--- src/design/bsqe_pkg.sv ---
// bsqe_pkg: types, codes and constants shared by the batch sort quantile estimator
// no dependencies; imported by bsqe_front, bsqe_cmd_fifo, bsqe_back and the top level
`timescale 1ns / 1ps

package bsqe_pkg;

  localparam int NUM_Q = 7;

  // input function codes
  localparam logic FUNC_PUSH  = 1'b0;
  localparam logic FUNC_QUERY = 1'b1;

  // statistic indexes
  localparam logic [3:0] IDX_MIN   = 4'd0;
  localparam logic [3:0] IDX_MAX   = 4'd1;
  localparam logic [3:0] IDX_QBASE = 4'd2;

  localparam logic [2:0]  Q_LAST        = 3'd6;
  localparam logic [10:0] MIN_BATCH_RST = 11'd100;
  localparam logic [24:0] WEIGHT_MAX    = 25'h1FF_FFFF;
  localparam logic [6:0]  HALF_X100     = 7'd50;
  localparam logic [6:0]  ONE_X100      = 7'd100;

  // floor(x / 100) ~ (x * RECIP) >> RECIP_SH, low by at most one for x < 2^24
  localparam logic [17:0] RECIP    = 18'd167772;
  localparam int          RECIP_SH = 24;

  typedef struct packed {
    logic        is_query;
    logic [31:0] value;
    logic [31:0] vmin;
    logic [31:0] vmax;
  } bsqe_cmd_t;

  typedef enum logic [4:0] {
    S_IDLE, S_FOLD_CHK, S_BUILD, S_LOAD_ROOT, S_SIFT_A, S_SIFT_B, S_SIFT_C,
    S_EXT, S_EXT_B, S_EXT_C, S_Q_POS, S_Q_RECIP, S_Q_FIX, S_Q_RD0, S_Q_RD1,
    S_Q_CALC, S_Q_MLO, S_Q_MHI, S_Q_ACC, S_OUT_MIN, S_OUT_MAX, S_DIV_INIT,
    S_DIV_RUN, S_DIV_DONE
  } bsqe_state_t;

  // quantile fractions in percent
  function automatic logic [6:0] q_pct(input logic [2:0] k);
    logic [6:0] p;
    case (k)
      3'd0:    p = 7'd1;
      3'd1:    p = 7'd5;
      3'd2:    p = 7'd10;
      3'd3:    p = 7'd50;
      3'd4:    p = 7'd90;
      3'd5:    p = 7'd95;
      default: p = 7'd99;
    endcase
    return p;
  endfunction

endpackage

--- src/design/bsqe_front.sv ---
// bsqe_front: command intake, sample sign extension, running min/max, config register
// depends on bsqe_pkg; feeds bsqe_cmd_fifo
`timescale 1ns / 1ps

module bsqe_front import bsqe_pkg::*; #(
  parameter int SAMPLE_BITS = 32
) (
  input  logic        clk,
  input  logic        rst_n,
  input  logic        start,
  output logic        busy,
  input  logic        in_func,
  input  logic [31:0] in_sample_value,
  input  logic        cfg_valid,
  output logic        cfg_ready,
  input  logic [10:0] cfg_min_batch,
  output logic [10:0] min_batch,
  input  logic        fifo_full,
  output logic        push_en,
  output bsqe_cmd_t   push_cmd
);

  logic signed [31:0] min_r, max_r, min_nxt, max_nxt, x;
  logic [10:0]        min_batch_r;
  logic               is_push;

  assign busy      = fifo_full;
  assign cfg_ready = 1'b1;
  assign min_batch = min_batch_r;
  assign push_en   = start & ~fifo_full;
  assign is_push   = (in_func == FUNC_PUSH);

  always_comb begin
    x       = 32'(signed'(in_sample_value[SAMPLE_BITS-1:0]));
    min_nxt = (is_push && x < min_r) ? x : min_r;
    max_nxt = (is_push && x > max_r) ? x : max_r;
    push_cmd.is_query = ~is_push;
    push_cmd.value    = x;
    push_cmd.vmin     = min_nxt;
    push_cmd.vmax     = max_nxt;
  end

  always_ff @(posedge clk) begin
    if (!rst_n) begin
      min_r       <= 32'sh7FFF_FFFF;
      max_r       <= 32'sh8000_0000;
      min_batch_r <= MIN_BATCH_RST;
    end else begin
      if (push_en) begin
        min_r <= min_nxt;
        max_r <= max_nxt;
      end
      if (cfg_valid) begin
        min_batch_r <= cfg_min_batch;
      end
    end
  end

endmodule

--- config.mk ---
export PLATFORM = sky130hd
export DESIGN_NAME = bsqe_front
export DESIGN_NICKNAME = d
export VERILOG_FILES = /design/src/design/bsqe_pkg.sv /design/src/design/bsqe_front.sv
export SDC_FILE = /design/constraint.sdc
export NUM_CORES = 1
export LEC_CHECK = 0
export BUFFER_PORTS_ARGS = -buffer_cell sky130_fd_sc_hd__buf_2
export CORE_UTILIZATION = 54
export DETAILED_ROUTE_END_ITERATION = 10
export GPL_TIMING_DRIVEN = 0
export MAX_ROUTING_LAYER = met4
export PLACE_DENSITY = 0.82
export SLEW_MARGIN = 20
export SYNTH_ARGS = -nofsm -noshare
export SYNTH_HDL_FRONTEND = slang
export SYNTH_SLANG_ARGS = --single-unit
--- constraint.sdc ---
create_clock -name clk -period 3.75 [get_ports clk]
set_input_delay 0.375 -clock clk [delete_from_list [all_inputs] [get_ports clk]]
set_output_delay 0.375 -clock clk [all_outputs]
set_load 0.01 [all_outputs]
==> impl_metrics.yaml <==
synth:
  ys_seq_area_share_pct: 26.2
  syn-cell-area_mm2: 0.00573
  async_reset_ff_share_pct: 0
  synth_ff_type: "dfxtp_1"
  synth_top_area_share_pct: 26.2
  syn-num-nets: 751
  yosys.cell_types.count: 42
  yosys.area.top_type: "dfxtp_1"
  synth_edf_count: 0
  synthTopCellsByArea: "dfxtp_1, ha_1, mux2_2"
  syn_inst: 639
  syn_area_per_cell_um2: 8.96
  ys_warn_count: 0
  ys_ff_latch: 75
detailed_routing:
  drc: 0
  detail-route-antenna-nets: 0
  finalWirelength_mm: 15.6
  dr.pass1.iters: 5
  vias_per_cell: 5.78
  wl_per_cell_um: 16.4
  drt_iter0_drc: 242
  vias: 5505
clock_tree:
  root_buffer: "clkbuf_8"
  cts_buffers: 9
  clk_path_buf_depth: 2
  numClockSinks: 75
  clk_pin_slew_ns: 0.10
  clkLatencyLatePin_ns: 0.36
  htreeDepth: 3
  cts_tree: "yes"
grt:
  grt_overflow: 0
  grt_pass1_vias: 5305
  grt_util_all_layers_pct: 29.0
  antenna_found_initial: 0
  grt_max_degree: 15
  grt_pass1_wl_mm: 25.1
placed_design:
  port_buffers: 158
  placedCellCount: 933
  hpwl_mm: 11.6
  dpl_cell_area_mm2: 0.00669
  gp_congestion: 0.863
floorplanning:
  dieWidth_um: 105
  fp.dieH_um: 105
  start_util_pct: 55.5
  core_area_mm2: 0.0103
  die_area_mm2: 0.0110
  pin_count: 160
  fp-row-count: 37
critical_path:
  worstSetupPathType: "register to output port"
  cp-end-kind: "output port"
  cp-start-kind: "register"
  regToRegSetupSlack_ns: 0.71
  crit_fanout: 10
  regToRegStartpoint: "min_r[5]$_SDFFE_PN1P_"
  rr_endpoint: "min_r[30]$_SDFFE_PN1P_"
  cp.arrival_ns: 3.32
  rr_worst_depth: 9
  critPathRequiredTime_ns: 3.38
power:
  leakage_nw: 3.32
  total_power_mw: 2.26
  power_density_mw_per_mm2: 323
  ir_worst_vdd_v: 0.000238
min_path:
  hold_path.class: "input pin to register"
  hp-start: "cfg_min_batch[2]"
  worstHoldPathCells: 3
  hold-path-endpoint: "min_batch[2]$_SDFFE_PN1P_"
status:
  status: "finished clean"
timing:
  setup_violations: 0
  slew_headroom_pct: 50.3
  layout_min_cycle_time_ns: 3.70
  finalCritPeriodShare_pct: 98.6
  clock.fmax_ghz: 0.270
  drv_slew: 0
  clock_skew_ns: 0.0151
  tightest_slew_ns: 0.738
  hold_viol_final: 0
layout:
  layout.cells.non_filler: 953
  diodes: 0
  syn_to_final_growth_pct: 22.5
  drive_above_1_share_pct: 35.5
  num-nets-final: 924
  stdcell_area_mm2: 0.00702
job:
  drv_cap: 0
-- routing by layer --
metal	wire [µm]	up-vias	global-route usage [%]
met5	0	-	-
met4	295	0	12.1
met3	1070	23	4.24
li1	-	2627	-
met2	7620	230	49.1
met1	6630	2625	34.4
-- cell usage after synthesis, types with 13 or more instances --
library cell,instances
nand2_1,86
mux2i_1,43
o21ai_0,13
mux2_2,56
ha_1,63
a221o_1,60
dfxtp_1,75
a21oi_1,29
buf_4,35
clkbuf_1,23
nor2_1,15
inv_1,67
-- through the flow --
stage	utilization, %	setup slack (ns)	hold slack, ns	setup TNS [ns]
final	68.0	0.0508	0.230	0
after global placement	64.8	0.161	0.449	0
after global routing	68.0	-0.0154	0.244	-0.0271
after floorplan	-	0.800	0.445	0
after detailed placement	64.8	0.127	0.466	0
after CTS	67.5	0.00244	0.238	0
-- layout by cell type, fill, tap and decap left out, types with 3 or more instances in the layout --
cell	count
a21oi_1	29
a221o_1	60
and4_1	4
buf_2	158
buf_4	42
buf_6	6
bufinv_16	3
clkbuf_1	23
clkbuf_8	9
dfxtp_1	75
ha_1	63
inv_1	67
mux2_1	8
mux2_2	56
mux2i_1	43
nand2_1	86
nand3_1	7
nand4_1	9
nor2_1	15
nor3_1	6
o21ai_0	13
-- power by group --
part           internal [mW]  total [mW]  switching, mW
Sequential             0.828       0.854         0.0260
Combinational          0.287       0.620          0.333
Clock                  0.448       0.791          0.343
Total                   1.56        2.26          0.702
-- final cells by class --
cell class                 instances  area [µm²]
fill                             812        3310
clock inverter                     7         124
inverter                          67         251
tap                              136         170
timing repair buffer             162         821
sequential                        75        1500
buffer                            68         443
clock buffer                       9         124
multi-input combinational        429        3580
-- worst max-delay path: stages, from the launching register on --
cell	delay (ns)
dfxtp_1	0.38
inv_1	0.06
ha_1	0.30
a21oi_1	0.16
o21ai_0	0.14
a311oi_2	0.37
a31oi_2	0.18
o21ba_2	0.28
nor4_4	0.24
buf_4	0.18
buf_6	0.16
mux2_2	0.37
buf_2	0.14
-- flip-flops by register name, indices dropped and copies added, names as in the netlist --
signal / cells
max_r: 32
min_r: 32
min_batch: 11
-- cells by family after synthesis --
kind of cell | after synthesis | synth area share [%]
other | 1 | 0.0655
multiplexers | 107 | 20.1
flip-flops | 75 | 26.2
AND/OR/NAND/NOR | 141 | 11.6
adder cells (fa/ha/maj) | 63 | 13.8
buffers and inverters | 135 | 12.0
AO/OA/AOI/OAI | 117 | 16.3
-- worst max-delay path by stage --
stage	start	endpoint	slack, ns	depth (start not counted)
4_1_cts	max_r[5]$_SDFFE_PN0P_	push_cmd[0]	0.002	12
3_3_place_gp	in_sample_value[5]	push_cmd[63]	0.16	11
3_5_place_dp	in_sample_value[31]	push_cmd[31]	0.13	10
6_report	max_r[5]$_SDFFE_PN0P_	push_cmd[31]	0.05	12
5_1_grt	max_r[7]$_SDFFE_PN0P_	push_cmd[31]	-0.02	12
2_1_floorplan	in_sample_value[31]	push_cmd[0]	0.80	8
-- timing repair --
action	CTS	global route
buffers inserted	3	1
hold buffers	0	0
resized for setup	2	11
pin swaps	1	2
setup endpoints to repair	60	62
endpoints found under the hold margin	0	0
gates cloned	0	0
Power figures use the tool's default switching activity.
