[src/design/bsqe_pkg.sv]
// bsqe_pkg: types, codes and constants shared by the batch sort quantile estimator
// no dependencies; imported by bsqe_front, bsqe_cmd_fifo, bsqe_back and the top level
`timescale 1ns / 1ps

package bsqe_pkg;

  localparam int NUM_Q = 7;

  // input function codes
  localparam logic FUNC_PUSH  = 1'b0;
  localparam logic FUNC_QUERY = 1'b1;

  // statistic indexes
  localparam logic [3:0] IDX_MIN   = 4'd0;
  localparam logic [3:0] IDX_MAX   = 4'd1;
  localparam logic [3:0] IDX_QBASE = 4'd2;

  localparam logic [2:0]  Q_LAST        = 3'd6;
  localparam logic [10:0] MIN_BATCH_RST = 11'd100;
  localparam logic [24:0] WEIGHT_MAX    = 25'h1FF_FFFF;
  localparam logic [6:0]  HALF_X100     = 7'd50;
  localparam logic [6:0]  ONE_X100      = 7'd100;

  // floor(x / 100) ~ (x * RECIP) >> RECIP_SH, low by at most one for x < 2^24
  localparam logic [17:0] RECIP    = 18'd167772;
  localparam int          RECIP_SH = 24;

  typedef struct packed {
    logic        is_query;
    logic [31:0] value;
    logic [31:0] vmin;
    logic [31:0] vmax;
  } bsqe_cmd_t;

  typedef enum logic [4:0] {
    S_IDLE, S_FOLD_CHK, S_BUILD, S_LOAD_ROOT, S_SIFT_A, S_SIFT_B, S_SIFT_C,
    S_EXT, S_EXT_B, S_EXT_C, S_Q_POS, S_Q_RECIP, S_Q_FIX, S_Q_RD0, S_Q_RD1,
    S_Q_CALC, S_Q_MLO, S_Q_MHI, S_Q_ACC, S_OUT_MIN, S_OUT_MAX, S_DIV_INIT,
    S_DIV_RUN, S_DIV_DONE
  } bsqe_state_t;

  // quantile fractions in percent
  function automatic logic [6:0] q_pct(input logic [2:0] k);
    logic [6:0] p;
    case (k)
      3'd0:    p = 7'd1;
      3'd1:    p = 7'd5;
      3'd2:    p = 7'd10;
      3'd3:    p = 7'd50;
      3'd4:    p = 7'd90;
      3'd5:    p = 7'd95;
      default: p = 7'd99;
    endcase
    return p;
  endfunction

endpackage

[src/design/bsqe_cmd_fifo.sv]
// bsqe_cmd_fifo: four-word command queue between front and back
// depends on bsqe_pkg for the command word type
`timescale 1ns / 1ps

module bsqe_cmd_fifo import bsqe_pkg::*; (
  input  logic      clk,
  input  logic      rst_n,
  input  logic      wr_en,
  input  bsqe_cmd_t wr_data,
  input  logic      rd_en,
  output bsqe_cmd_t rd_data,
  output logic      full,
  output logic      empty
);

  bsqe_cmd_t  entries_r [4];
  logic [1:0] wp_r, rp_r;
  logic [2:0] cnt_r;

  assign full    = (cnt_r == 3'd4);
  assign empty   = (cnt_r == 3'd0);
  assign rd_data = entries_r[rp_r];

  always_ff @(posedge clk) begin
    if (wr_en) begin
      entries_r[wp_r] <= wr_data;
    end
  end

  always_ff @(posedge clk) begin
    if (!rst_n) begin
      wp_r  <= 2'd0;
      rp_r  <= 2'd0;
      cnt_r <= 3'd0;
    end else begin
      if (wr_en) wp_r <= wp_r + 2'd1;
      if (rd_en) rp_r <= rp_r + 2'd1;
      cnt_r <= cnt_r + {2'd0, wr_en} - {2'd0, rd_en};
    end
  end

endmodule

[config.mk]
export PLATFORM = sky130hd
export DESIGN_NAME = bsqe_cmd_fifo
export DESIGN_NICKNAME = d
export VERILOG_FILES = /design/src/design/bsqe_pkg.sv /design/src/design/bsqe_cmd_fifo.sv
export SDC_FILE = /design/constraint.sdc
export NUM_CORES = 1
export LEC_CHECK = 0
export ABC_AREA = 1
export BUFFER_PORTS_ARGS = -buffer_cell sky130_fd_sc_hd__buf_4
export CELL_PAD_IN_SITES_DETAIL_PLACEMENT = 0
export CELL_PAD_IN_SITES_GLOBAL_PLACEMENT = 1
export CORE_MARGIN = 5
export CORE_UTILIZATION = 30
export CTS_CLUSTER_SIZE = 40
export DETAILED_ROUTE_END_ITERATION = 6
export MAX_ROUTING_LAYER = met4
export PLACE_DENSITY_LB_ADDON = 0.1
export SLEW_MARGIN = 10
export SYNTH_ARGS = -nofsm -noshare
export SYNTH_HDL_FRONTEND = slang
export SYNTH_SLANG_ARGS = --single-unit
[constraint.sdc]
create_clock -name clk -period 3.7 [get_ports clk]
set_input_delay 0.37 -clock clk [delete_from_list [all_inputs] [get_ports clk]]
set_output_delay 0.37 -clock clk [all_outputs]
set_load 0.01 [all_outputs]
==> results list <==
- Outcome: finished, final reports clean
- Arrival time at the worst endpoint: 2.28 ns
- The clock tree synthesis step divided the H-tree into 2 levels.
- P&R area growth vs syn: 27.8%
- Buffers inserted during clock tree synthesis total 47.
* Post-layout minimum cycle time: between 2 and 3 ns
- Met2 global-route usage: 0.198
- Delay of the slowest cell on the worst path: 0.71 ns
- The first global-routing pass estimated 56200 um of wire.
* Total count of max-transition violations in the final report: 0
- The clock passes through at most 3 buffers.
- The die is around 240 um tall.
- For this run, the total global-route usage over all layers was measured as 0.124.
- Insertion delay to the later sink of the worst-skew pair: 0.56 ns
* Dominant cell type by area after synthesis: sky130_fd_sc_hd__edfxtp_1
* # Post-CTS Setup Buffers: 0
- Synth Area per Inst: 13.7 um^2
* GR met1 Demand/Resource: 0.157
- The synthesized netlist contains 21 unique library cells.
- Leakage power summed over all cells: around 7.9 nW
- Antenna violations before repair: 5
- Clk Tree Root Cell: sky130_fd_sc_hd__clkbuf_16
* DP Wirelength: between 20000 and 25000 um
- The library cell used most frequently in the layout, excluding fill and tap cells, is sky130_fd_sc_hd__edfxtp_1.
- Horiz. Die Dim: 242 um
* Critical path required time: 3.33 ns
- Total vias in the final route: approximately 9500
- Starting DRT DRC Count: 320
- Crit-path slowest cell: sky130_fd_sc_hd__dfxtp_4
- After synthesis the netlist holds a flip-flop and latch count of roughly 400.
- The signal on the critical path passes through buf_12 > a21oi_1 > o21ai_0 > nand2_1 > buf_4.
* Initial core utilization: 0.302
- Max Clock Freq: 0.377 GHz
- Floorplan core area: 53700 um^2
* Core Rows: 85
- The detail route stage leaves a number of antenna-violating nets equal to 0.
- In the final timing run, aggregate negative setup slack is 0 ns.
* Net count after synthesis: 1295
- Fin. Hold Viols: 0
- Maximum fanout along the worst path: 89
- In the final layout, the share of cells above drive strength 1 is 0.246.
* Fraction of synthesized cell area taken by the top area cell type: 0.719
- Reported max-cap violation count: 0
* Count of boundary I/O pins: 200
- Clock-pin slew was measured on the worst setup and hold paths at 0.05 ns.
* Count of unresolved DRC violations after routing: 0
* Number of input and output port buffers inserted: 199
- Worst clock skew: 0.00748 ns
- Maximum number of pins on one net before global-route repair: 90
* Number of gates resized after CTS: 0
- Setup-violating endpoint count in the final report: 0
- Die footprint: slightly below 60000 um^2
- At the pin with the least slew margin, the transition time is 0.686 ns.
- In the final routed layout, each cell accounts on average for ~16 um.
- Wirelength, routed: 36200 um
* Routed via count divided by cell count: 4.26
- Synthesis produced roughly 1200 cells.
- Total placed cells including tap cells: 2039
- Top cells by area in the synthesized netlist: sky130_fd_sc_hd__edfxtp_1 72%, sky130_fd_sc_hd__o211ai_2 5.4%, sky130_fd_sc_hd__inv_1 4.8%, sky130_fd_sc_hd__nand2_1 4.7%, sky130_fd_sc_hd__a21oi_1 2.6%
* GRT Residual Overflow: 0
* Crit path launch type: flip-flop
* Clk sink count: 397
- Setup repair after global routing left no endpoint under its margin.
- Most frequent cells in the layout: 388 x sky130_fd_sc_hd__edfxtp_1, 211 x sky130_fd_sc_hd__buf_4, 205 x sky130_fd_sc_hd__inv_1, 204 x sky130_fd_sc_hd__nand2_1, 98 x sky130_fd_sc_hd__dlygate4sd3_1
* Proportion of synthesized chip area in sequential cells: 0.730
- The global routing stage identified its most utilized layer as met2.
* Yosys warns: 0
- In the finished design, the share of the clock period the worst path needs comes to 0.717.
- Worst relative slew slack: 0.542
- Fin nets: around 1600
- Number of standard cells in the final layout excluding fillers: between 2000 and 2500
- By startpoint and endpoint, the worst setup path is classified as reg2out.
- Routability-driven placement finished with a final weighted congestion of 0.680.
* Vias in the first global route: 9500
- Design Power: 10.6 mW
* Kind of capture point of the worst setup path: output pin
* Power per unit of standard cell area: about 510 nW/um^2
- TritonCTS built the clock tree.
- The cell area that synthesis handed to floorplanning was 16200 um^2.
- Met3 routing resource usage after global routing: 0.0371
- Type of the worst min-delay path: in2reg
- IR analysis of the VDD net gives a maximum drop of 0.348 mV.
- Before antenna repair, the detailed router went through 5 iterations.
- Worst slack on hold paths: 0.0610 ns
cell families (layout without fill, tap and decap cells):
| kind of cell | count (synthesis) | in the layout | synth area share |
|---|---|---|---|
| compound gates | 301 | 301 | 0.134 |
| fa+ha+maj | 7 | 7 | 0.00587 |
| other cells | 0 | 5 | 0 |
| flops | 397 | 397 | 0.730 |
| buf+inv | 274 | 608 | 0.0815 |
| simple gates | 208 | 208 | 0.0483 |
synth_stat cells:
| cell type | count |
|---|---|
| sky130_fd_sc_hd__edfxtp_1 | 388 |
| sky130_fd_sc_hd__inv_1 | 209 |
| sky130_fd_sc_hd__nand2_1 | 204 |
| sky130_fd_sc_hd__a21oi_1 | 83 |
| sky130_fd_sc_hd__o211ai_2 | 70 |
| sky130_fd_sc_hd__o21ai_1 | 60 |
| sky130_fd_sc_hd__o21ai_0 | 41 |
| sky130_fd_sc_hd__o211ai_1 | 27 |
| sky130_fd_sc_hd__buf_6 | 26 |
| sky130_fd_sc_hd__a21oi_2 | 20 |
| sky130_fd_sc_hd__buf_2 | 20 |
| sky130_fd_sc_hd__buf_4 | 14 |
| sky130_fd_sc_hd__dfxtp_1 | 9 |
| sky130_fd_sc_hd__ha_1 | 6 |
| sky130_fd_sc_hd__clkbuf_1 | 2 |
| sky130_fd_sc_hd__clkbuf_4 | 2 |
| sky130_fd_sc_hd__nor2_1 | 2 |
| sky130_fd_sc_hd__buf_8 | 1 |
| sky130_fd_sc_hd__fa_1 | 1 |
| sky130_fd_sc_hd__nand3_1 | 1 |
| sky130_fd_sc_hd__nor3_1 | 1 |
per-stage QoR:
stage | utilization | worst slack, ns | instance area (um^2)
final | 0.386 | 1.05 | 20700
after global placement | 0.342 | 1.60 | 18300
after global routing | 0.386 | 0.817 | 20700
after CTS | 0.385 | 0.965 | 20700
after detailed placement | 0.342 | 1.59 | 18300
after floorplan | - | 0.787 | 16200
registers in the layout, indices dropped and copies added (netlist names), named ones only:
| signal | cells |
|---|---|
| rp_r | 2 |
| wp_r | 2 |
| entries_r | 388 |
| cnt_r | 3 |
final timing paths:
path	startpoint	to	slack, ns	cells after the start
max	flip-flop	rd_data[16]	1.05	5
min	rst_n	cnt_r[1]$_SDFF_PN0_	0.06	3
max reg2reg	wp_r[0]$_SDFFE_PN0P_	entries_r[0][32]$_DFFE_PP_	1.83	5
min reg2reg	rp_r[1]$_SDFFE_PN0P_	flip-flop	0.46	2
critical path, delay by kind of cell (launching register included):
kind / cells / cell delay, ns
flip-flops: 1 / 0.71
buffers and inverters: 2 / 0.54
AO/OA/AOI/OAI: 2 / 0.22
AND/OR/NAND/NOR: 1 / 0.12
layer usage:
metal	part of all wire	vias to the layer above
met5	0	-
li1	-	4761
met2	0.47	177
met3	0.058	54
met4	0.018	0
met1	0.45	4470
area by class of cell:
cell class	instances	area [um^2]
Tap cell	696	871
Sequential cell	397	11800
Antenna cell	5	12.5
Fill cell	5138	33000
Timing Repair Buffer	319	2770
Clock inverter	14	87.6
Clock buffer	66	1290
Inverter	209	795
Multi-Input combinational cell	516	3050
repair_timing:
| action | CTS | global route |
|---|---|---|
| hold buffers | 98 | 0 |
| endpoints found under the setup margin | 0 | 0 |
| endpoints found under the hold margin | 390 | 0 |
power breakdown:
part           leakage [nW]  switching [mW]  internal [mW]
clock network         0.675            1.68           2.47
logic                  3.59           0.681          0.515
registers              3.64          0.0692           5.15
total                  7.90            2.43           8.14
No activity file was read; power rests on OpenSTA's default activity.
